--- src/design/grid_min_total_distance_bfs_defines.svh ---
// Assertion macros shared by the block
`ifndef GRID_MIN_TOTAL_DISTANCE_BFS_DEFINES_SVH
`define GRID_MIN_TOTAL_DISTANCE_BFS_DEFINES_SVH

// Assert that a property holds at every clock edge outside reset
`define GMD_ASSERT(lbl, prop, msg) \
  lbl: assert property (@(posedge clk_i) disable iff (!rst_ni) (prop)) else $error(msg);

// Assert that an antecedent implies a consequent in the same cycle
`define GMD_ASSERT_IMPL(lbl, ante, cons, msg) \
  lbl: assert property (@(posedge clk_i) disable iff (!rst_ni) (ante) |-> (cons)) \
    else $error(msg);

`endif

--- src/design/gmd_ram.sv ---
module gmd_ram #(
  parameter int WIDTH = 8,
  parameter int DEPTH = 16
) (
  input  logic                     clk_i,
  input  logic                     we_i,
  input  logic [$clog2(DEPTH)-1:0] addr_i,
  input  logic [WIDTH-1:0]         wdata_i,
  output logic [WIDTH-1:0]         rdata_o
);

  logic [WIDTH-1:0] mem [DEPTH];

  // Write on enable; read data is registered and shows the cycle after the address
  always_ff @(posedge clk_i) begin
    if (we_i) begin
      mem[addr_i] <= wdata_i;
    end
    rdata_o <= mem[addr_i];
  end

endmodule

--- config.mk ---
export PLATFORM = sky130hd
export DESIGN_NAME = gmd_ram
export DESIGN_NICKNAME = d
export VERILOG_FILES = /design/src/design/grid_min_total_distance_bfs_defines.svh /design/src/design/gmd_ram.sv
export SDC_FILE = /design/constraint.sdc
export NUM_CORES = 1
export LEC_CHECK = 0
export BUFFER_PORTS_ARGS = -buffer_cell sky130_fd_sc_hd__buf_4
export CAP_MARGIN = 0
export CORE_MARGIN = 5
export CORE_UTILIZATION = 60
export DETAILED_ROUTE_END_ITERATION = 8
export GPL_TIMING_DRIVEN = 0
export PLACE_DENSITY = 0.74
export SETUP_SLACK_MARGIN = 0.3
export SKIP_CTS_REPAIR_TIMING = 1
export SLEW_MARGIN = 0
export SYNTH_ARGS = -nofsm -noshare
export SYNTH_HDL_FRONTEND = slang
export SYNTH_SLANG_ARGS = --single-unit
--- constraint.sdc ---
create_clock -name clk_i -period 2.9 [get_ports clk_i]
set_input_delay 0.87 -clock clk_i [delete_from_list [all_inputs] [get_ports clk_i]]
set_output_delay 0.87 -clock clk_i [all_outputs]
set_load 0.03 [all_outputs]
; ---- Word level (Yosys, flattened, before mapping)
; Memory sizes are Yosys's and may differ from the RTL's. A register that Yosys moved wholly into a read port is not among the register bits.
; Index checks and enable logic that the tools add are counted.
[word_totals]
reg_bits = 0
mem_bits_rw = 128
output_inout_bits = 8
word_cells = 3
memories = 1
[memory_table]
columns = name, depth, width, read_ports, rd_ports_with_merged_regs, write_ports, line_no
row1 = mem, 16, 8, 1, 1, 1, gmd_ram.sv:12  ; logic [WIDTH-1:0] mem [DEPTH];
[classes]
mux = 2
[op_table]
columns = op, n
row1 = $mux W1, 2

; ---- Longest topological paths before layout
; Gate-level depths: netlist of run 1.
[depth]
word_depth = 2
mapped_depth = 5

; ---- Worst setup path after synthesis of run 1
; Ideal clock, no wire load.
[synth_timing]
path_type = input-to-reg
start = in addr_i[2]
end = mem mem[0][0] (enable)
setup_time_ns = 0.383
arrival_ns = 1.980
required_time_ns = 2.517
path_slack_ns = 0.537
stages = 2
path_cell_list = or3b_2 -> nor3_1
[synth_lines]
columns = item, line_no
row1 = "start, declared", gmd_ram.sv:7  ; input logic [$clog2(DEPTH)-1:0] addr_i,
row2 = "end, declared", gmd_ram.sv:12
; Straight into the memory's write port.

; ---- Final worst setup path of run 1
[layout_timing]
start = in addr_i[1]
end = mem mem[3][5] (enable)
; Straight into the memory's write port.

==> summary.txt, run 1 <==
Floorplanning
  • Core Footprint: 0.00822 mm²
  • Std cell rows: 33
  • # IOs: 22
  • Die X: 102 µm
  • Chip height: 102 µm
  • Total die area: 0.0104 mm²
  • Initial Utilization: 61.7%

Power and ir drop
  • Sw Share: 20.5%
  • Net switching power: 959 µW
  • Sequential power share: 47.3%
  • Leakage: 1.95 nW
  • Internal power: 3.72 mW
  • Clock network fraction of total power: 47.5%
  • P per Cell Area: 784 mW/mm²
  • Comb power frac: 5.2%
  • Worst VDD drop: 0.000567 V

Timing
  • Final worst path period need: 2.40 ns
  • Achievable frequency: 0.417 GHz
  • Hold Slack: 0.686 ns
  • Normalized max-slew margin: 14.9%
  • Final setup TNS: 0 ns
  • Final Max Tran Viols: 0
  • Slew @ Worst Pin: 1.27 ns
  • Final hold violation count: 0
  • RSZ-0062 raised after global routing: false
  • Setup violations, final: 0
  • Setup ws final: 0.504 ns
  • Period utilisation layout: 82.6%
  • Layout Skew: 0.00705 ns

Clock network
  • TritonCTS clock tree: built
  • CTS Buffer Depth: 2
  • CTS buffer count: 17
  • Clk slew on worst S/H paths: 0.06 ns
  • Clk Latency, worst-skew pair: 0.51 ns
  • CTS Root Cell: clkbuf_8
  • H-tree Lvls: 4
  • CTS sink cnt: 136

Worst hold path
  • Min-Delay Path Class: primary input to flop

Setup path
  • Crit end category: flop
  • CP Data Required Time: 3.04 ns
  • Worst stage delay on the critical path: 0.68 ns
  • CP Max Fanout: 10
  • Top delay family on crit path: simple AND/OR/NAND/NOR gates
  • Slowest library cell on the worst path: nor2_1
  • Critical path buffers and inverters: 2
  • CP Launch Type: primary input
  • Kind of critical path: primary input to flop
  • Crit path cell chain: buf_2 -> buf_1 -> nand2_1 -> nor2_1
  • Worst path arrival time: 2.54 ns

Cells and area
  • Layout cells sized above 1: 31.7%
  • Most frequent cells in the layout: 128 x edfxtp_1, 32 x mux4_2, 19 x buf_4
  • N_diodes: 0
  • P&R area growth vs syn: 17.7%
  • Final Non-Filler Cells: 386
  • Total Nets Final: 282
  • Commonest non-fill, non-tap cell in the layout: edfxtp_1

Drt
  • Vias: 2,467
  • Initial DRC count: 231
  • Detail-routed via count per cell: 6.39
  • WL/cell: 25.8 µm
  • Drt total wl: 9960 µm
  • Post-route DRC: 0
  • First-pass DRT Iterations: 5
  • DRT antenna net count: 0

Logic synthesis
  • Synth area leader: edfxtp_1
  • Synth top area share: 75.9%
  • Largest family of logic cells by synthesized area: multiplexers
  • Post-synthesis xor/xnor area fraction: 0%
  • Post-synthesis sequential area ratio: 79.0%
  • Simple-Gate Fraction of Synth Area: 3.21%
  • Synth warn: 0
  • Mapped Nets: 244
  • Top post-synthesis cells by area: edfxtp_1 76%, mux4_2 14%, dfxtp_1 3.2%
  • Netlist cell types: 18
  • Gate Count Post-Synth: 230
  • Seq cells post-synth: 136
  • Adder-Cell Fraction of Synth Area: 0%
  • Average size of a mapped cell: 22.0 µm²
  • Compound-Gate Fraction of Synth Area: 2.37%
  • Post-synthesis mux area share: 14.2%
  • Post-synthesis cell area: 0.00507 mm²

Run status
  • Status: finished, final reports clean

Global route
  • GRT Util Overall: 21.4%
  • First-pass GRT wire length: 15,000 µm
  • Initial antenna violation count: 0
  • Pin count of the biggest net entering global routing: 17
  • Vias in the first global route: 2,494
  • Overflow after GRT: 0

Place
  • Gpl congestion: 0.835
  • Number of instances in the placed design: 354
  • PortBufs: 19
  • DP HPWL: 5960 µm
  • Dpl ws: -0.00657 ns

Job
  • Max-Cap Viols: 0
## cells in the mapped netlist (all sizes together)
cell type	instances
edfxtp	128
mux4	32
a22oi	16
nor2	13
nand2	9
buf	8
dfxtp	8
nor3	4
clkbuf	3
nand2b	2
nand3b	2
nor2b	2
and2	1
nand3	1
or3b	1
## logic make-up (layout without fill, tap and decap cells)
| family | count (synthesis) | after routing |
|---|---|---|
| flops | 136 | 136 |
| buf+inv | 11 | 62 |
| simple gates | 35 | 35 |
| mux | 32 | 32 |
| compound gates | 16 | 16 |
## power by group through the flow
stage	Clock, mW	Sequential (mW)	Combinational (mW)
CTS	2.23	2.21	0.245
global route	2.32	2.21	0.260
detailed placement	0	2.25	0.241
floorplan	0	2.27	0.113
finish	2.22	2.21	0.244
global placement	0	2.25	0.236
## worst paths after layout
| kind | start | end | slack [ns] | depth (start not counted) |
|---|---|---|---|---|
| worst min register to register | mem[2][1] | rdata_o[1] | 0.71 | 3 |
| worst max-delay path | addr_i[1] | mem[3][5] | 0.50 | 4 |
| worst max register to register | mem[15][5] | rdata_o[5] | 1.53 | 3 |
| worst min-delay path | wdata_i[6] | mem[15][6] | 0.69 | 1 |
## routing by layer
layer	track usage [%]	vias up	wire [µm]
met5	0	-	0
met2	33.0	149	4990
met4	7.77	0	129
met3	5.60	12	870
met1	30.1	1270	3970
li1	-	1036	-
## through the flow
step / total power [mW] / utilization, % / instance area (µm²)
floorplan: 2.39 / - / 5070
global placement: 2.48 / 65.0 / 5340
detailed placement: 2.49 / 65.0 / 5340
CTS: 4.69 / 72.6 / 5960
global route: 4.80 / 72.6 / 5960
finish: 4.68 / 72.6 / 5960
## flip-flops by register name (all words and copies together), names as in the netlist
signal   flops
rdata_o      8
mem        128
## final cells by class
class / count / area [µm²]
timing repair buffer: 19 / 143
multi-input combinational: 83 / 1000
clock buffer: 18 / 428
fill: 468 / 2250
clock inverter: 14 / 195
sequential: 136 / 4000
buffer: 11 / 60.1
tap: 105 / 131
Note: power is estimated with default switching activity, not from simulation.
==> run 2, diff against run 1 <==
clock period = 2.25 ns   (was 2.9 ns; I/O delays follow)
==> summary.txt, run 2 (synthesis results as in run 1) <==
Setup path
  • Worst path arrival time: 2.16 ns (-0.38 ns)
  • Kind of critical path: primary input to flop
  • CP Data Required Time: 2.37 ns (-0.67 ns)
  • Slowest library cell on the worst path: nor3_1
  • Crit path cell chain: buf_2 -> buf_2 -> nor3_1
  • R2R Setup Slk: 0.81 ns (-0.72 ns)
  • Crit end category: flop
  • CP Max Fanout: 10 (unchanged)
  • Worst R2R Path Depth: 3 (unchanged)
  • Worst stage delay on the critical path: 1.04 ns (+0.36 ns)
  • CP most frequent cell: buf_2
  • CP Launch Type: primary input

Cells and area
  • Biggest regs: mem x128, rdata_o x8
  • N_diodes: 0 (unchanged)
  • Fillers: 467 (-0.21%)
  • Number of flip-flops in the largest register: 128 (unchanged)
  • Commonest non-fill, non-tap cell in the layout: edfxtp_1
  • Final Core Density: 72.7% (+0.12 points)
  • Most frequent cells in the layout: 128 x edfxtp_1, 32 x mux4_2, 19 x buf_4
  • P&R area growth vs syn: 17.9%
  • Total Nets Final: 282 (unchanged)
  • Design Area, Final: 0.00597 mm² (+0.17%)
  • Register name with the most flops: mem
  • Layout cells sized above 1: 37.0% (+5.3 points)

Timing
  • Layout Skew: 0.00804 ns (+0.000990 ns)
  • Normalized max-slew margin: 14.4% (-0.54 points)
  • Final setup TNS: 0 ns (unchanged)
  • Achievable frequency: 0.489 GHz
  • Final worst path period need: 2.04 ns
  • RSZ-0062 raised after global routing: true
  • Final hold violation count: 0 (unchanged)
  • Final Max Tran Viols: 0 (unchanged)
  • Period utilisation layout: 90.9%
  • Slew @ Worst Pin: 1.27 ns (+0.00800 ns)
  • Setup ws final: 0.206 ns (-0.299 ns)
  • Setup violations, final: 0 (unchanged)

Clock network
  • H-tree Lvls: 4 (unchanged)
  • CTS buffer count: 17 (unchanged)
  • Clk slew on worst S/H paths: 0.06 ns (about the same)
  • CTS Root Cell: clkbuf_8
  • CTS Buffer Depth: 2 (unchanged)
  • TritonCTS clock tree: built
  • Clk Latency, worst-skew pair: 0.51 ns (about the same)
  • CTS sink cnt: 136 (unchanged)

Power and ir drop
  • P per Cell Area: 982 mW/mm² (+25%)
  • Leakage: 1.95 nW (-0.15%)
  • Worst VDD drop: 0.000622 V (+9.6%)

Floorplanning
  • Total die area: 0.0104 mm² (unchanged)
  • # IOs: 22 (unchanged)
  • Die X: 102 µm (unchanged)
  • Std cell rows: 33 (unchanged)
  • Initial Utilization: 61.7% (unchanged)
  • Core Footprint: 0.00822 mm² (unchanged)
  • Chip height: 102 µm (unchanged)

Worst hold path
  • Min-Delay Path Class: primary input to flop
  • Worst hold stages: 1 (unchanged)

Drt
  • WL/cell: 25.0 µm (-3.2%)
  • Drt total wl: 9650 µm (-3.2%)
  • Vias: 2,368 (-4.0%)
  • DRT antenna net count: 0 (unchanged)
  • Post-route DRC: 0 (unchanged)
  • Initial DRC count: 182 (-21%)
  • Detail-routed via count per cell: 6.13 (-4.0%)
  • First-pass DRT Iterations: 5 (unchanged)

Global route
  • GRT Util Overall: 20.9% (-0.48 points)
  • First-pass GRT wire length: 14,800 µm (-1.5%)
  • Pin count of the biggest net entering global routing: 17 (unchanged)
  • Initial antenna violation count: 0 (unchanged)
  • Overflow after GRT: 0 (unchanged)
  • Vias in the first global route: 2,443 (-2.0%)

Run status
  • Status: finished, final reports clean

Job
  • Max-Cap Viols: 0 (unchanged)

Place
  • PortBufs: 19 (unchanged)
  • Dpl ws: -0.349 ns (-0.342 ns)
  • Post-DP Area: 0.00538 mm² (+0.68%)
  • Gpl congestion: 0.854 (+2.2%)
  • DP HPWL: 6000 µm (+0.77%)
-- run 2: cell count changes in the layout (fill, tap and decap cells not counted), sizes merged --
cell and change:
clkinvlp -2, bufinv -1, clkbuf -1, clkinv +5, inv -1
-- run 2: metrics by stage --
stage	total power [mW]	cells	hold slack [ns]
after floorplan	3.08	230	0.635
after global routing	6.06	386	0.481
after global placement	3.21	354	0.665
after CTS	5.92	386	0.472
after detailed placement	3.22	354	0.683
final	5.87	386	0.501
-- run 2: cell type report --
cell class / instances / area, µm² / share of cell area [%]
well taps: 105 / 131 / 2.20
plain buffers: 11 / 61.3 / 1.03
repair buffers: 19 / 143 / 2.39
flip-flops and latches: 136 / 4000 / 67.0
multi-input cells: 83 / 1040 / 17.5
clock buffers: 17 / 414 / 6.93
clock inverters: 15 / 178 / 2.97
-- run 2: power by group --
group	switching [mW]	internal, mW	leakage (nW)
Clock	1.01	1.69	0.288
Sequential	0.0160	2.83	1.22
Combinational	0.193	0.124	0.435
-- run 2: path summary, 6_finish.rpt --
kind / end / from
setup / recovery: mem[4][5] / addr_i[1]
hold / removal: mem[11][5] / wdata_i[5]
setup reg to reg: rdata_o[4] / mem[11][4]
hold reg to reg: rdata_o[5] / mem[4][5]
-- run 2: per-layer routing --
metal  up-vias  routed length [µm]  global-route usage, %
li1       1044                   -                      -
met1      1234                3890                   28.7
met2        83                4990                   33.0
met3         7                 674                   5.87
met4         0                  86                   6.86
met5         -                   0                      0
-- run 2: critical path: cells and delay by family --
| family | cells | cell delay (ns) |
|---|---|---|
| and+or+nand+nor | 1 | 1.04 |
| buffers and inverters | 2 | 0.43 |
==> run 3, diff against run 2 <==
ABC_AREA = 1   (was not set)
CORE_UTILIZATION = 61   (was 60)
PLACE_DENSITY = 0.75   (was 0.74)
REMOVE_ABC_BUFFERS = 1   (was not set)
SETUP_SLACK_MARGIN = not set   (was 0.3)
==> summary.txt, run 3 <==
Clock network
  • Clk slew on worst S/H paths: 0.06 ns (about the same)
  • CTS buffer count: 17 (unchanged)
  • CTS Root Cell: clkbuf_8
  • H-tree Lvls: 4 (unchanged)
  • CTS Buffer Depth: 2 (unchanged)
  • CTS sink cnt: 136 (unchanged)
  • TritonCTS clock tree: built
  • Clk Latency, worst-skew pair: 0.51 ns (about the same)

Logic synthesis
  • Commonest cells in the netlist: 346 x nand2_1, 128 x edfxtp_1, 21 x inv_1, 18 x nor2_1, 12 x buf_2
  • Most common cell in the netlist: nand2_1
  • Average size of a mapped cell: 10.2 µm² (-54%)
  • EDFF count, synth: 128 (unchanged)
  • Synth area leader: edfxtp_1
  • Post-synth ARST share: 0% (unchanged)
  • Synth top area share: 68.7% (-7.1 points)
  • Synth warn: 0 (unchanged)
  • Post-synthesis sequential area ratio: 71.6% (-7.4 points)
  • Top post-synthesis cells by area: edfxtp_1 69%, nand2_1 23%, dfxtp_1 2.9%
  • Post-synthesis cell area: 0.00559 mm² (+10%)
  • Seq cells post-synth: 136 (unchanged)
  • Gate Count Post-Synth: 548 (+140%)
  • Synth Flop Type: edfxtp_1
  • Netlist cell types: 11 (-7)

Setup path
  • Kind of critical path: primary input to flop
  • CP Launch Type: primary input
  • CP Data Required Time: 2.38 ns (about the same)
  • CP Max Fanout: 67 (+57)
  • Worst path arrival time: 2.27 ns (+0.11 ns)
  • Crit end category: flop

Cells and area
  • Layout cells sized above 1: 11.4% (-26 points)
  • Final Core Density: 69.9% (-2.8 points)
  • N_diodes: 0 (unchanged)
  • Final Non-Filler Cells: 692 (+79%)
  • Biggest regs: mem x128, rdata_o x8
  • Register name with the most flops: mem
  • Commonest non-fill, non-tap cell in the layout: nand2_1
  • Fillers: 634 (+36%)
  • P&R area growth vs syn: 13.9%
  • Most frequent cells in the layout: 346 x nand2_1, 128 x edfxtp_1, 21 x inv_1, 21 x buf_4, 16 x clkbuf_16
  • Total Nets Final: 582 (+110%)
  • Number of flip-flops in the largest register: 128 (unchanged)

Floorplanning
  • Chip height: 106 µm (+3.8%)
  • Initial Utilization: 61.4% (-0.27 points)
  • # IOs: 22 (unchanged)
  • Std cell rows: 35 (+6.1%)
  • Core Footprint: 0.00911 mm² (+11%)
  • Die X: 106 µm (+3.8%)
  • Total die area: 0.0112 mm² (+7.7%)

Drt
  • WL/cell: 16.8 µm (-33%)
  • Initial DRC count: 300 (+65%)
  • Post-route DRC: 0 (unchanged)
  • First-pass DRT Iterations: 5 (unchanged)
  • DRT antenna net count: 0 (unchanged)
  • Detail-routed via count per cell: 5.32 (-13%)
  • Vias: 3,680 (+55%)
  • Drt total wl: 11,700 µm (+21%)

Worst hold path
  • Min-Delay Path Class: primary input to flop

Power and ir drop
  • Leakage: 2.71 nW (+39%)
  • Worst VDD drop: 0.000598 V (-3.9%)
  • Total power: 5.79 mW (-1.4%)
  • P per Cell Area: 909 mW/mm² (-7.5%)

Timing
  • Final Max Tran Viols: 0 (unchanged)
  • Setup ws final: 0.115 ns (-0.0906 ns)
  • Setup violations, final: 0 (unchanged)
  • Final worst path period need: 2.13 ns (+0.0906 ns)
  • Final hold violation count: 0 (unchanged)
  • Period utilisation layout: 94.9% (+4.0 points)
  • Normalized max-slew margin: 47.4% (+33 points)
  • Achievable frequency: 0.468 GHz (-4.2%)
  • Layout Skew: 0.0112 ns (+0.00316 ns)
  • Slew @ Worst Pin: 0.786 ns (-0.488 ns)
  • Hold Slack: 0.479 ns (-0.0213 ns)

Global route
  • Pin count of the biggest net entering global routing: 68 (+51)
  • First-pass GRT wire length: 17,900 µm (+21%)
  • Overflow after GRT: 0 (unchanged)
  • GRT Util Overall: 21.5% (+0.64 points)
  • Vias in the first global route: 3,402 (+39%)
  • Initial antenna violation count: 0 (unchanged)

Place
  • Number of instances in the placed design: 659 (+86%)
  • Dpl ws: -1.22 ns (-0.874 ns)
  • PortBufs: 21 (+2)
  • DP HPWL: 6270 µm (+4.5%)
  • Gpl congestion: 0.765 (-10%)

Job
  • Max-Cap Viols: 0 (unchanged)

Run status
  • Status: finished, final reports clean
-- run 3: logic make-up after synthesis --
group	after synthesis	synth area share (%)
AND/OR/NAND/NOR	368	24.8
buffers and inverters	44	3.62
flip-flops	136	71.6
-- run 3: area by class of cell --
type,instances,area (µm²),share of cell area [%]
repair inverters,1,5.00,0.0786
well taps,111,139,2.18
repair buffers,21,158,2.47
clock inverters,14,134,2.10
multi-input cells,368,1420,22.2
inverters,23,97.6,1.53
flip-flops and latches,136,4000,62.8
clock buffers,18,418,6.56
-- run 3: final timing paths --
kind	start	endpoint	slack, ns	cells past startpoint
setup / recovery	addr_i[0]	mem[11][5]	0.12	3
hold / removal	wdata_i[3]	mem[8][3]	0.48	1
setup reg to reg	mem[14][7]	rdata_o[7]	1.17	8
hold reg to reg	mem[8][6]	rdata_o[6]	0.70	8
-- run 3: through the flow --
step	TNS [ns]	cell area [µm²]
3_5_place_dp	-116.93	5770
6_report	0	6370
5_1_grt	-0.0772	6370
2_1_floorplan	0	5480
3_3_place_gp	-117.35	5770
4_1_cts	-51.67	6320
-- run 3: power by group --
group | switching, mW | internal (mW) | total, mW
clock network | 1.01 | 1.56 | 2.57
logic | 0.274 | 0.101 | 0.375
registers | 0.0145 | 2.83 | 2.85
total | 1.30 | 4.49 | 5.79
-- run 3: per-layer routing --
layer | up-vias | GRT usage, % | wire length, µm
met5 | - | 0 | 0
met4 | 0 | 9.34 | 169
met3 | 20 | 4.72 | 896
met2 | 171 | 33.8 | 5780
met1 | 1701 | 29.2 | 4810
li1 | 1788 | - | -
-- run 3: critical path, cell delays in order --
cell and delay (ns):
buf_4 0.58, nand3_1 0.28, nor2_1 0.67
