<file path="src/design/grid_min_total_distance_bfs_defines.svh">
// Assertion macros shared by the block
`ifndef GRID_MIN_TOTAL_DISTANCE_BFS_DEFINES_SVH
`define GRID_MIN_TOTAL_DISTANCE_BFS_DEFINES_SVH

// Assert that a property holds at every clock edge outside reset
`define GMD_ASSERT(lbl, prop, msg) \
  lbl: assert property (@(posedge clk_i) disable iff (!rst_ni) (prop)) else $error(msg);

// Assert that an antecedent implies a consequent in the same cycle
`define GMD_ASSERT_IMPL(lbl, ante, cons, msg) \
  lbl: assert property (@(posedge clk_i) disable iff (!rst_ni) (ante) |-> (cons)) \
    else $error(msg);

`endif

</file>
<file path="src/design/gmd_pkg.sv">
package gmd_pkg;

  localparam int MAX_ROWS = 32;
  localparam int MAX_COLS = 32;
  localparam int CELLS    = MAX_ROWS * MAX_COLS;
  localparam int IDX_W    = (CELLS > 1) ? $clog2(CELLS) : 1;
  localparam int ROW_W    = (MAX_ROWS > 1) ? $clog2(MAX_ROWS) : 1;
  localparam int COL_W    = (MAX_COLS > 1) ? $clog2(MAX_COLS) : 1;
  localparam int MAX_DIM  = (MAX_ROWS > MAX_COLS) ? MAX_ROWS : MAX_COLS;
  localparam int DIM_W    = $clog2(MAX_DIM + 1);
  localparam int N_W      = 2 * DIM_W;
  localparam int CNT_W    = IDX_W + 1;
  localparam int SUM_W    = 20;
  localparam int KIND_W   = 2;
  localparam int CFG_A_W  = 2;
  localparam int CFG_D_W  = 6;

  localparam logic [SUM_W-1:0] SUM_MAX = {SUM_W{1'b1}};

  // Cell codes
  localparam logic [KIND_W-1:0] KIND_EMPTY = 2'd0;
  localparam logic [KIND_W-1:0] KIND_HOUSE = 2'd1;
  localparam logic [KIND_W-1:0] KIND_WALL  = 2'd2;
  localparam logic [KIND_W-1:0] KIND_ODD   = 2'd3;

  // Register indexes
  localparam logic [CFG_A_W-1:0] REG_ROWS = 2'd0;
  localparam logic [CFG_A_W-1:0] REG_COLS = 2'd1;

  // Per-cell word: kind, distance sum, reach count, last search tag
  typedef struct packed {
    logic [KIND_W-1:0] kind;
    logic [SUM_W-1:0]  sum;
    logic [CNT_W-1:0]  cnt;
    logic [CNT_W-1:0]  tag;
  } cell_word_t;

  // Queue word: row, column, path length
  typedef struct packed {
    logic [ROW_W-1:0] row;
    logic [COL_W-1:0] col;
    logic [CNT_W-1:0] lvl;
  } queue_word_t;

  localparam int CELL_WORD_W  = $bits(cell_word_t);
  localparam int QUEUE_WORD_W = $bits(queue_word_t);

  typedef struct packed {
    logic             we;
    logic [IDX_W-1:0] addr;
    cell_word_t       wdata;
  } cell_req_t;

  typedef struct packed {
    logic             we;
    logic [IDX_W-1:0] addr;
    queue_word_t      wdata;
  } queue_req_t;

  typedef struct packed {
    logic in_load;
    logic q_ok;
  } status_t;

endpackage

</file>
<file path="src/design/gmd_ctrl.sv">
module gmd_ctrl (
  input  logic                         clk_i,
  input  logic                         rst_ni,
  input  logic                         cfg_we_i,
  input  logic [gmd_pkg::CFG_A_W-1:0]  cfg_addr_i,
  input  logic [gmd_pkg::CFG_D_W-1:0]  cfg_wdata_i,
  input  logic                         in_valid_i,
  output logic                         in_ready_o,
  input  logic [gmd_pkg::KIND_W-1:0]   cell_kind_i,
  output logic                         out_valid_o,
  input  logic                         out_ready_i,
  output logic                         found_o,
  output logic [gmd_pkg::SUM_W-1:0]    total_distance_o,
  output gmd_pkg::cell_req_t           cell_req_o,
  input  gmd_pkg::cell_word_t          cell_rdata_i,
  output gmd_pkg::queue_req_t          q_req_o,
  input  gmd_pkg::queue_word_t         q_rdata_i,
  output gmd_pkg::status_t             status_o
);

  typedef enum logic [8:0] {
    S_LOAD     = 9'b000000001,
    S_SCAN_RD  = 9'b000000010,
    S_SCAN_CHK = 9'b000000100,
    S_POP_RD   = 9'b000001000,
    S_POP_CHK  = 9'b000010000,
    S_NB       = 9'b000100000,
    S_NB_CHK   = 9'b001000000,
    S_FIN_RD   = 9'b010000000,
    S_FIN_CHK  = 9'b100000000
  } state_e;

  state_e state_q, state_d;

  logic [gmd_pkg::DIM_W-1:0] rows_q, rows_d, cols_q, cols_d;
  logic [gmd_pkg::IDX_W-1:0] load_q, load_d, idx_q, idx_d;
  logic [gmd_pkg::CNT_W-1:0] houses_q, houses_d, tag_q, tag_d;
  logic [gmd_pkg::CNT_W-1:0] head_q, head_d, tail_q, tail_d;
  logic [gmd_pkg::ROW_W-1:0] sr_q, sr_d, cur_r_q, cur_r_d;
  logic [gmd_pkg::COL_W-1:0] sc_q, sc_d, cur_c_q, cur_c_d;
  logic [gmd_pkg::CNT_W-1:0] cur_d_q, cur_d_d;
  logic [1:0]                dir_q, dir_d;
  logic [gmd_pkg::ROW_W-1:0] nb_r_q, nb_r_d;
  logic [gmd_pkg::COL_W-1:0] nb_c_q, nb_c_d;
  logic                      out_valid_q, out_valid_d;
  logic                      found_q, found_d;
  logic [gmd_pkg::SUM_W-1:0] best_q, best_d;

  logic [gmd_pkg::N_W-1:0]   n_cells;
  logic [gmd_pkg::IDX_W-1:0] load_idx;
  logic                      load_last, idx_last, col_last;
  logic [gmd_pkg::KIND_W-1:0] kind_in;
  logic                      accept;
  logic                      nb_ok;
  logic [gmd_pkg::ROW_W-1:0] nr;
  logic [gmd_pkg::COL_W-1:0] nc;
  logic [gmd_pkg::N_W-1:0]   nb_addr;
  logic [gmd_pkg::SUM_W:0]   sum_ext;
  logic [gmd_pkg::DIM_W-1:0] cfg_eff_r, cfg_eff_c;

  // Clamp a written size into its legal range
  always_comb begin
    if (cfg_wdata_i == '0) begin
      cfg_eff_r = gmd_pkg::DIM_W'(1);
    end else if (int'(cfg_wdata_i) > gmd_pkg::MAX_ROWS) begin
      cfg_eff_r = gmd_pkg::DIM_W'(gmd_pkg::MAX_ROWS);
    end else begin
      cfg_eff_r = gmd_pkg::DIM_W'(cfg_wdata_i);
    end
    if (cfg_wdata_i == '0) begin
      cfg_eff_c = gmd_pkg::DIM_W'(1);
    end else if (int'(cfg_wdata_i) > gmd_pkg::MAX_COLS) begin
      cfg_eff_c = gmd_pkg::DIM_W'(gmd_pkg::MAX_COLS);
    end else begin
      cfg_eff_c = gmd_pkg::DIM_W'(cfg_wdata_i);
    end
  end

  assign n_cells   = rows_q * cols_q;
  assign load_idx  = (gmd_pkg::N_W'(load_q) >= n_cells) ? '0 : load_q;
  assign load_last = (gmd_pkg::N_W'(load_idx) + gmd_pkg::N_W'(1)) == n_cells;
  assign idx_last  = (gmd_pkg::N_W'(idx_q) + gmd_pkg::N_W'(1)) == n_cells;
  assign col_last  = (gmd_pkg::DIM_W'(sc_q) + gmd_pkg::DIM_W'(1)) == cols_q;
  assign kind_in   = (cell_kind_i == gmd_pkg::KIND_ODD) ? gmd_pkg::KIND_WALL : cell_kind_i;

  // Hold off the last cell while the previous result still waits
  assign in_ready_o = (state_q == S_LOAD) && !(out_valid_q && load_last);
  assign accept     = in_valid_i && in_ready_o;

  // Neighbor of the current cell in the present direction
  always_comb begin
    nr    = cur_r_q;
    nc    = cur_c_q;
    nb_ok = 1'b0;
    unique case (dir_q)
      2'd0: begin
        nc    = cur_c_q + gmd_pkg::COL_W'(1);
        nb_ok = (gmd_pkg::DIM_W'(cur_c_q) + gmd_pkg::DIM_W'(1)) < cols_q;
      end
      2'd1: begin
        nr    = cur_r_q + gmd_pkg::ROW_W'(1);
        nb_ok = (gmd_pkg::DIM_W'(cur_r_q) + gmd_pkg::DIM_W'(1)) < rows_q;
      end
      2'd2: begin
        nc    = cur_c_q - gmd_pkg::COL_W'(1);
        nb_ok = cur_c_q != '0;
      end
      2'd3: begin
        nr    = cur_r_q - gmd_pkg::ROW_W'(1);
        nb_ok = cur_r_q != '0;
      end
      default: ;
    endcase
    nb_addr = gmd_pkg::N_W'(nr) * gmd_pkg::N_W'(cols_q) + gmd_pkg::N_W'(nc);
  end

  assign sum_ext = {1'b0, cell_rdata_i.sum} + (gmd_pkg::SUM_W + 1)'(cur_d_q);

  // Sequencer: load, scan for houses, search, final sweep
  always_comb begin
    state_d     = state_q;
    rows_d      = rows_q;
    cols_d      = cols_q;
    load_d      = load_q;
    idx_d       = idx_q;
    houses_d    = houses_q;
    tag_d       = tag_q;
    head_d      = head_q;
    tail_d      = tail_q;
    sr_d        = sr_q;
    sc_d        = sc_q;
    cur_r_d     = cur_r_q;
    cur_c_d     = cur_c_q;
    cur_d_d     = cur_d_q;
    dir_d       = dir_q;
    nb_r_d      = nb_r_q;
    nb_c_d      = nb_c_q;
    out_valid_d = out_valid_q;
    found_d     = found_q;
    best_d      = best_q;
    cell_req_o  = '0;
    q_req_o     = '0;

    if (out_valid_q && out_ready_i) begin
      out_valid_d = 1'b0;
    end

    unique case (state_q)
      S_LOAD: begin
        cell_req_o.addr = load_idx;
        if (cfg_we_i) begin
          // Drop the grid in progress on a write to the row or column register
          if (cfg_addr_i == gmd_pkg::REG_ROWS) begin
            rows_d   = cfg_eff_r;
            load_d   = '0;
            houses_d = '0;
          end else if (cfg_addr_i == gmd_pkg::REG_COLS) begin
            cols_d   = cfg_eff_c;
            load_d   = '0;
            houses_d = '0;
          end
        end else if (accept) begin
          cell_req_o.we         = 1'b1;
          cell_req_o.wdata.kind = kind_in;
          if (kind_in == gmd_pkg::KIND_HOUSE) begin
            houses_d = houses_q + gmd_pkg::CNT_W'(1);
          end
          if (load_last) begin
            load_d  = '0;
            idx_d   = '0;
            sr_d    = '0;
            sc_d    = '0;
            tag_d   = '0;
            state_d = S_SCAN_RD;
          end else begin
            load_d = load_idx + gmd_pkg::IDX_W'(1);
          end
        end
      end
      S_SCAN_RD: begin
        cell_req_o.addr = idx_q;
        state_d         = S_SCAN_CHK;
      end
      S_SCAN_CHK: begin
        if (cell_rdata_i.kind == gmd_pkg::KIND_HOUSE) begin
          // Seed a search from this house
          q_req_o.we        = 1'b1;
          q_req_o.addr      = '0;
          q_req_o.wdata.row = sr_q;
          q_req_o.wdata.col = sc_q;
          q_req_o.wdata.lvl = '0;
          head_d            = '0;
          tail_d            = gmd_pkg::CNT_W'(1);
          tag_d             = tag_q + gmd_pkg::CNT_W'(1);
          state_d           = S_POP_RD;
        end else begin
          state_d = S_SCAN_RD;
        end
        // Advance the scan position
        if (idx_last) begin
          idx_d = '0;
          if (cell_rdata_i.kind != gmd_pkg::KIND_HOUSE) begin
            found_d = 1'b0;
            best_d  = '0;
            state_d = S_FIN_RD;
          end
        end else begin
          idx_d = idx_q + gmd_pkg::IDX_W'(1);
        end
        if (col_last) begin
          sc_d = '0;
          sr_d = sr_q + gmd_pkg::ROW_W'(1);
        end else begin
          sc_d = sc_q + gmd_pkg::COL_W'(1);
        end
      end
      S_POP_RD: begin
        q_req_o.addr = head_q[gmd_pkg::IDX_W-1:0];
        if (head_q == tail_q) begin
          // Search done: resume scan, or sweep after the last cell
          if (idx_q == '0) begin
            found_d = 1'b0;
            best_d  = '0;
            state_d = S_FIN_RD;
          end else begin
            state_d = S_SCAN_RD;
          end
        end else begin
          head_d  = head_q + gmd_pkg::CNT_W'(1);
          state_d = S_POP_CHK;
        end
      end
      S_POP_CHK: begin
        cur_r_d = q_rdata_i.row;
        cur_c_d = q_rdata_i.col;
        cur_d_d = q_rdata_i.lvl + gmd_pkg::CNT_W'(1);
        dir_d   = '0;
        state_d = S_NB;
      end
      S_NB: begin
        cell_req_o.addr = nb_addr[gmd_pkg::IDX_W-1:0];
        nb_r_d          = nr;
        nb_c_d          = nc;
        if (nb_ok) begin
          state_d = S_NB_CHK;
        end else if (dir_q == 2'd3) begin
          state_d = S_POP_RD;
        end else begin
          dir_d = dir_q + 2'd1;
        end
      end
      S_NB_CHK: begin
        cell_req_o.addr = nb_addr[gmd_pkg::IDX_W-1:0];
        if (cell_rdata_i.kind == gmd_pkg::KIND_EMPTY && cell_rdata_i.tag != tag_q) begin
          // Mark, accumulate and enqueue
          cell_req_o.we         = 1'b1;
          cell_req_o.wdata.kind = gmd_pkg::KIND_EMPTY;
          cell_req_o.wdata.sum  = sum_ext[gmd_pkg::SUM_W] ? gmd_pkg::SUM_MAX
                                                          : sum_ext[gmd_pkg::SUM_W-1:0];
          cell_req_o.wdata.cnt  = cell_rdata_i.cnt + gmd_pkg::CNT_W'(1);
          cell_req_o.wdata.tag  = tag_q;
          q_req_o.we            = 1'b1;
          q_req_o.addr          = tail_q[gmd_pkg::IDX_W-1:0];
          q_req_o.wdata.row     = nb_r_q;
          q_req_o.wdata.col     = nb_c_q;
          q_req_o.wdata.lvl     = cur_d_q;
          tail_d                = tail_q + gmd_pkg::CNT_W'(1);
        end
        if (dir_q == 2'd3) begin
          state_d = S_POP_RD;
        end else begin
          dir_d   = dir_q + 2'd1;
          state_d = S_NB;
        end
      end
      S_FIN_RD: begin
        cell_req_o.addr = idx_q;
        state_d         = S_FIN_CHK;
      end
      S_FIN_CHK: begin
        if (cell_rdata_i.kind == gmd_pkg::KIND_EMPTY && cell_rdata_i.cnt == houses_q) begin
          if (!found_q || cell_rdata_i.sum < best_q) begin
            best_d = cell_rdata_i.sum;
          end
          found_d = 1'b1;
        end
        if (idx_last) begin
          out_valid_d = 1'b1;
          houses_d    = '0;
          load_d      = '0;
          state_d     = S_LOAD;
        end else begin
          idx_d   = idx_q + gmd_pkg::IDX_W'(1);
          state_d = S_FIN_RD;
        end
      end
      default: state_d = S_LOAD;
    endcase
  end

  always_ff @(posedge clk_i or negedge rst_ni) begin
    if (!rst_ni) begin
      state_q     <= S_LOAD;
      rows_q      <= gmd_pkg::DIM_W'(gmd_pkg::MAX_ROWS);
      cols_q      <= gmd_pkg::DIM_W'(gmd_pkg::MAX_COLS);
      load_q      <= '0;
      houses_q    <= '0;
      out_valid_q <= 1'b0;
      idx_q       <= '0;
      tag_q       <= '0;
      head_q      <= '0;
      tail_q      <= '0;
      dir_q       <= '0;
      sr_q        <= '0;
      sc_q        <= '0;
    end else begin
      state_q     <= state_d;
      rows_q      <= rows_d;
      cols_q      <= cols_d;
      load_q      <= load_d;
      houses_q    <= houses_d;
      out_valid_q <= out_valid_d;
      idx_q       <= idx_d;
      tag_q       <= tag_d;
      head_q      <= head_d;
      tail_q      <= tail_d;
      dir_q       <= dir_d;
      sr_q        <= sr_d;
      sc_q        <= sc_d;
    end
  end

  // Payload registers
  always_ff @(posedge clk_i) begin
    cur_r_q <= cur_r_d;
    cur_c_q <= cur_c_d;
    cur_d_q <= cur_d_d;
    nb_r_q  <= nb_r_d;
    nb_c_q  <= nb_c_d;
    found_q <= found_d;
    best_q  <= best_d;
  end

  assign out_valid_o      = out_valid_q;
  assign found_o          = found_q;
  assign total_distance_o = found_q ? best_q : '0;
  assign status_o.in_load = state_q == S_LOAD;
  assign status_o.q_ok    = head_q <= tail_q;

endmodule

</file>
<file path="config.mk">
export PLATFORM = sky130hd
export DESIGN_NAME = gmd_ctrl
export DESIGN_NICKNAME = d
export VERILOG_FILES = /design/src/design/grid_min_total_distance_bfs_defines.svh /design/src/design/gmd_pkg.sv /design/src/design/gmd_ctrl.sv
export SDC_FILE = /design/constraint.sdc
export NUM_CORES = 1
export LEC_CHECK = 0
export ABC_CLOCK_PERIOD_IN_PS = 20700
export BUFFER_PORTS_ARGS = -buffer_cell sky130_fd_sc_hd__buf_2
export CAP_MARGIN = 25
export CORE_MARGIN = 2
export CORE_UTILIZATION = 45
export CTS_CLUSTER_DIAMETER = 200
export DETAILED_ROUTE_END_ITERATION = 6
export GPL_ROUTABILITY_DRIVEN = 0
export PLACE_DENSITY = 0.65
export SLEW_MARGIN = 20
export SYNTH_ARGS = -nofsm -noshare
export SYNTH_HDL_FRONTEND = slang
export SYNTH_SLANG_ARGS = --single-unit
</file>
<file path="constraint.sdc">
create_clock -name clk_i -period 20.7 [get_ports clk_i]
set_clock_uncertainty 0.2 [all_clocks]
set_input_delay 4.14 -clock clk_i [delete_from_list [all_inputs] [get_ports clk_i]]
set_output_delay 4.14 -clock clk_i [all_outputs]
set_load 0.03 [all_outputs]
</file>
Word-level counts from Yosys, hierarchy flattened
Index checks and enable logic that the tools add are counted.
W data, S select, Z words.

storage, ports and cells
  bits in registers = 150
  bits of input ports = 80
  output and inout bits = 112

cells by class
  bitwise operators = 1
  equal/unequal tests = 43
  reduce and logical (&&, ||, !) cells = 39
  multiply operators = 2
  order comparisons = 6
  add/sub/neg operators = 22
  mux-type cells = 94

operator list
  kind                     number
  $mux W20                 8
  $mux W11                 14
  $mux W10                 12
  $pmux W10 S3             3
  $pmux W11 S2             4
  $mux W42                 2
  $pmux W9 S9              1
  $add A11 B1 Y11 const B  6
  $mux W32                 2
  $mux W9                  7
  $pmux W20 S3             1
  $pmux W21 S2             1
  $pmux W5 S2              4
  $ne A2 B2 Y1 const B     14
  $mux W5                  5
  $eq A11 B12 Y1           2
  $mux W8                  3
  $add A10 B1 Y11 const B  2
  $eq A11 B11 Y1           2
  $add A20 B11 Y21         1
  $add A10 B1 Y10 const B  2
  $add A5 B1 Y5 const B    4
  $lt A20 B20 Y1           1
  $pmux W10 S2             1
  other kinds (53)         105

Depth between registers and ports, before layout
  word-level depth = 12
  mapped depth = 35

Least setup slack after synthesis
OpenSTA, ideal clock, no wires.

  path type = register -> output
  from = register cols_q[5] (netlist name)
  to = output cell_req_o[54] (netlist name)
  path buffers = 2
  required time = 16.360 ns
  setup slack = 8.504 ns
  cell stages (with the launch flop) = 33
  arrival time = 7.856 ns
  path through = dfstp_2 -> clkbuf_1 -> inv_1 -> nor2_1 -> fa_1 -> fa_1 -> inv_1 -> fa_1 -> inv_1 -> ha_1 -> o21a_1 -> o31a_1 -> o31a_1 -> or2_0 -> clkbuf_1 -> ha_1 -> nand4_1 -> nor2_1 -> o21ai_0 -> o211a_1 -> nor3_2 -> nor2_1 -> ha_1 -> nand3_1 -> nor2_1 -> and3_1 -> nor3b_1 -> a2111oi_0 -> a32oi_1 -> nor2_2 -> nor4b_1 -> a211oi_1 -> or2_1

RTL lines
  element                   line             source
  start: declaration        gmd_ctrl.sv:35   logic [gmd_pkg::DIM_W-1:0] rows_q, rows_d, cols_q, cols_d;
  start signal: assignment  gmd_ctrl.sv:305  cols_q <= gmd_pkg::DIM_W'(gmd_pkg::MAX_COLS);
  start signal: assignment  gmd_ctrl.sv:319  cols_q <= cols_d;
  end: declaration          gmd_ctrl.sv:14   output gmd_pkg::cell_req_t cell_req_o,

==> impl_results.md <==
- Post-Synthesis Cells: ~1.5k
- Avg Inst Size Synth: slightly below 9 um^2
- Clock buffers created by TritonCTS: 17
- Post-layout nets: 1939
- Share of synthesized flip-flops with an asynchronous set or reset: 65.3%
- Boundary Pins: approximately 190
- Worst hold-check path type: flop to flop
- Remaining number of nets flagged by the antenna check after routing: 0
- Worst Setup Path Type: flop to output port
- Hold buffer count at CTS: 0
- Clock sink count: 150
- Power spent charging and discharging nets: slightly above 0.7 mW
- Count of distinct cell types in the synthesized netlist: 80
- Dominant synthesized flop cell: sky130_fd_sc_hd__dfrtp_1
- Global route overflow: 0
- Reg-to-reg slack, setup: between 10 and 15 ns
- Via density per instance: around 5.6
- Share of the clock period used by the worst path after layout: about two thirds
- WHS Path Cells: 1
- Data required time of the worst path: about 16 ns
- Final count of pins violating max slew: 0
- Switching Fraction: between 40% and 50%
- Cell chosen for the clock root: sky130_fd_sc_hd__clkbuf_16
- Number of warnings issued by yosys: 0
- Total wirelength of the detailed-routed design: around 37000 um
- Most common cell after layout, fill and taps aside: sky130_fd_sc_hd__buf_2
- Cell count after placement: just over 2k
- All-layer global routing usage: 23.5%
- Setup repair after global routing missed its margin: no
- Relative contribution of combinational cells to total power: a little over half
- Std-Cell Core Area: just under 30000 um^2
- Crit path capture type: output port
- Peak per-stage delay on the critical path: between 0.6 and 0.7 ns
- Final-report setup violation count: 0
- Area enclosed by the die boundary: about 31000 um^2
- Launch point of the worst hold path: houses_q[10]$_DFFE_PN0P_
- # resized after CTS: 0
- Kind of start point of the critical path: flop
- Slew headroom: 37.2%
- Starting utilization of the core area: roughly 45%
- Number of standard cells in the final layout excluding fillers: roughly 2.1k
- Number of design rule violations left after detail routing: 0
- Sequential fraction of the synthesis area: 29.9%
- Initial drt markers: between 700 and 800
- Critical-path top delay cell: sky130_fd_sc_hd__dfstp_2
- Count of port buffers added during placement: approximately 190
- Most frequent cells in the layout: 192 x sky130_fd_sc_hd__buf_2, 138 x sky130_fd_sc_hd__inv_1, 126 x sky130_fd_sc_hd__ha_1, 123 x sky130_fd_sc_hd__nor2_1, 95 x sky130_fd_sc_hd__dfrtp_1
- WL per Instance: approximately 17 um
- Post-Synthesis Net Count: approximately 1.8k
- Global-route wire length before repair: between 50000 and 60000 um
- Setup TNS: 0 ns
- Number of cells on the worst reg-to-reg path: 31
- Die Width: around 180 um
- Most used cell along the critical path: sky130_fd_sc_hd__nor2_1
- Number of global-route vias before repair: ~11k
- Antenna cell count: 0
- Number of levels the H-tree was split into: 4
- Slew of the pin with the lowest slew margin: 0.942 ns
- Clock period minus final worst setup slack: about 14 ns
- Post-synthesis register bit count: 150
- Total cell area at the placement stage: 14800 um^2
- Overall die height: 177 um
- F_max: 0.0733 GHz
- Post-CTS Setup Bufs: 0
- Proportion of layout cells with a drive suffix above 1: approximately 16%
- Seq pwr share: 25.7%
- Row Count: 63
- Synthesized cell area: roughly 13000 um^2
- Part of the total power dissipated in the clock network: 21.7%
- Clock tree buffer depth: 2
- Tot Pwr: approximately 1.6 mW
- CP Data Arrival Time: 9.30 ns
- Clock-pin slew on the worst setup and hold paths: 0.07 ns
- Crit Path Max Fanout: 11
- Final Instance Area: 15500 um^2
- Maximum number of pins on one net before global-route repair: 75
- Via total after detailed routing: 11.8k
- Run status: finished clean
- TritonCTS clock tree: built
- Max-cap check violation count: 0
- Leak Pwr: roughly 7.4 nW
- Number of search-and-repair iterations in the first detailed-routing pass: 5
- Final hold violation count: 0
- Beginning of the worst register-to-register path: cols_q[5]$_DFFE_PN1P_
- Number of synthesized flops with an enable pin: 52
- Area overhead of the layout relative to synthesis: 15.0%
- Post-detailed-placement half-perimeter wirelength: ~28000 um
- Power density normalized to cell area: about 110 nW/um^2
- Worst skew pair latency: 0.43 ns
- Worst setup startpoint: cols_q[5]$_DFFE_PN1P_
- Worst voltage drop across the vdd grid: 0.0000645 V
- Initial antenna violation count: 1
- Internal power: between 0.9 and 1 mW
- Filler cells: between 2k and 3k
- Worst-case hold slack: roughly 0.32 ns
-- Yosys cell counts (47+ instances only) --
cell type                  count  area (um^2)
sky130_fd_sc_hd__ha_1        126         1580
sky130_fd_sc_hd__a21oi_1      61          305
sky130_fd_sc_hd__nand2_1      94          353
sky130_fd_sc_hd__edfxtp_1     52         1560
sky130_fd_sc_hd__inv_1       138          518
sky130_fd_sc_hd__xnor2_1      87          762
sky130_fd_sc_hd__and3_1       47          294
sky130_fd_sc_hd__nor2_1      124          465
sky130_fd_sc_hd__nand3_1      62          310
sky130_fd_sc_hd__clkbuf_1     47          176
sky130_fd_sc_hd__and2_1       76          475
sky130_fd_sc_hd__dfrtp_1      95         2380
sky130_fd_sc_hd__o21ai_0      71          355
-- cells by family after synthesis --
| logic type | Yosys count | share of synthesized area [%] |
|---|---|---|
| AND/OR/NAND/NOR | 553 | 21.7 |
| buffers and inverters | 191 | 5.38 |
| multiplexers | 19 | 1.54 |
| adder cells (fa/ha/maj) | 162 | 17.1 |
| AO/OA/AOI/OAI | 324 | 15.9 |
| flip-flops | 150 | 29.9 |
| XOR/XNOR | 129 | 8.50 |
-- area by class of cell --
cell class | instances | area, um^2 | share of cell area, %
timing repair buffer | 203 | 1060 | 6.87
clock buffer | 20 | 447 | 2.89
clock inverter | 12 | 215 | 1.39
multi-input combinational | 1187 | 8720 | 56.4
inverter | 138 | 518 | 3.35
tap | 390 | 488 | 3.15
sequential | 150 | 4020 | 26.0
-- metal layers --
metal / GRT usage, % / wire length, um / part of all wire [%]
met5: 0 / 9 / 0.025
met4: 8.54 / 1060 / 2.9
met3: 3.99 / 2100 / 5.7
met2: 39.3 / 17400 / 48
met1: 30.7 / 15900 / 44
-- sequential cells by signal, summed over array words and instances (netlist names), 6 cells and up --
name / cells
tag_q: 11
tail_q: 11
load_q: 10
head_q: 11
rows_q: 6
state_q: 9
houses_q: 11
cur_d_q: 11
idx_q: 10
best_q: 20
cols_q: 6
-- worst paths after layout --
check                                                end
worst max-delay path                      cell_req_o[54]
worst min-delay path            houses_q[10]$_DFFE_PN0P_
worst max register to register       sc_q[4]$_DFFE_PN0P_
worst min register to register  houses_q[10]$_DFFE_PN0P_
max in group asynchronous          cols_q[5]$_DFFE_PN1P_
min in group asynchronous          tail_q[6]$_DFFE_PN0P_
-- stage by stage --
step                utilization (%)  worst slack (ns)
detailed placement             50.0              7.62
finish                         52.3              7.06
floorplan                         -              8.50
CTS                            52.2              7.15
global placement               50.0              7.99
global route                   52.3              6.39
-- power groups by stage --
stage / clock [mW] / combinational (mW) / sequential (mW)
finish: 0.355 / 0.858 / 0.420
global route: 0.372 / 0.960 / 0.427
CTS: 0.361 / 0.854 / 0.418
detailed placement: 0 / 0.848 / 0.423
global placement: 0 / 0.831 / 0.420
floorplan: 0 / 0.663 / 0.387
-- critical path, delay by kind of cell (launching register included) --
| family | cells | cell delay, ns |
|---|---|---|
| compound gates | 8 | 1.93 |
| simple gates | 13 | 3.33 |
| fa+ha+maj | 6 | 2.53 |
| buf+inv | 4 | 0.42 |
| flops | 1 | 0.65 |
Power figures use the tool's default switching activity.
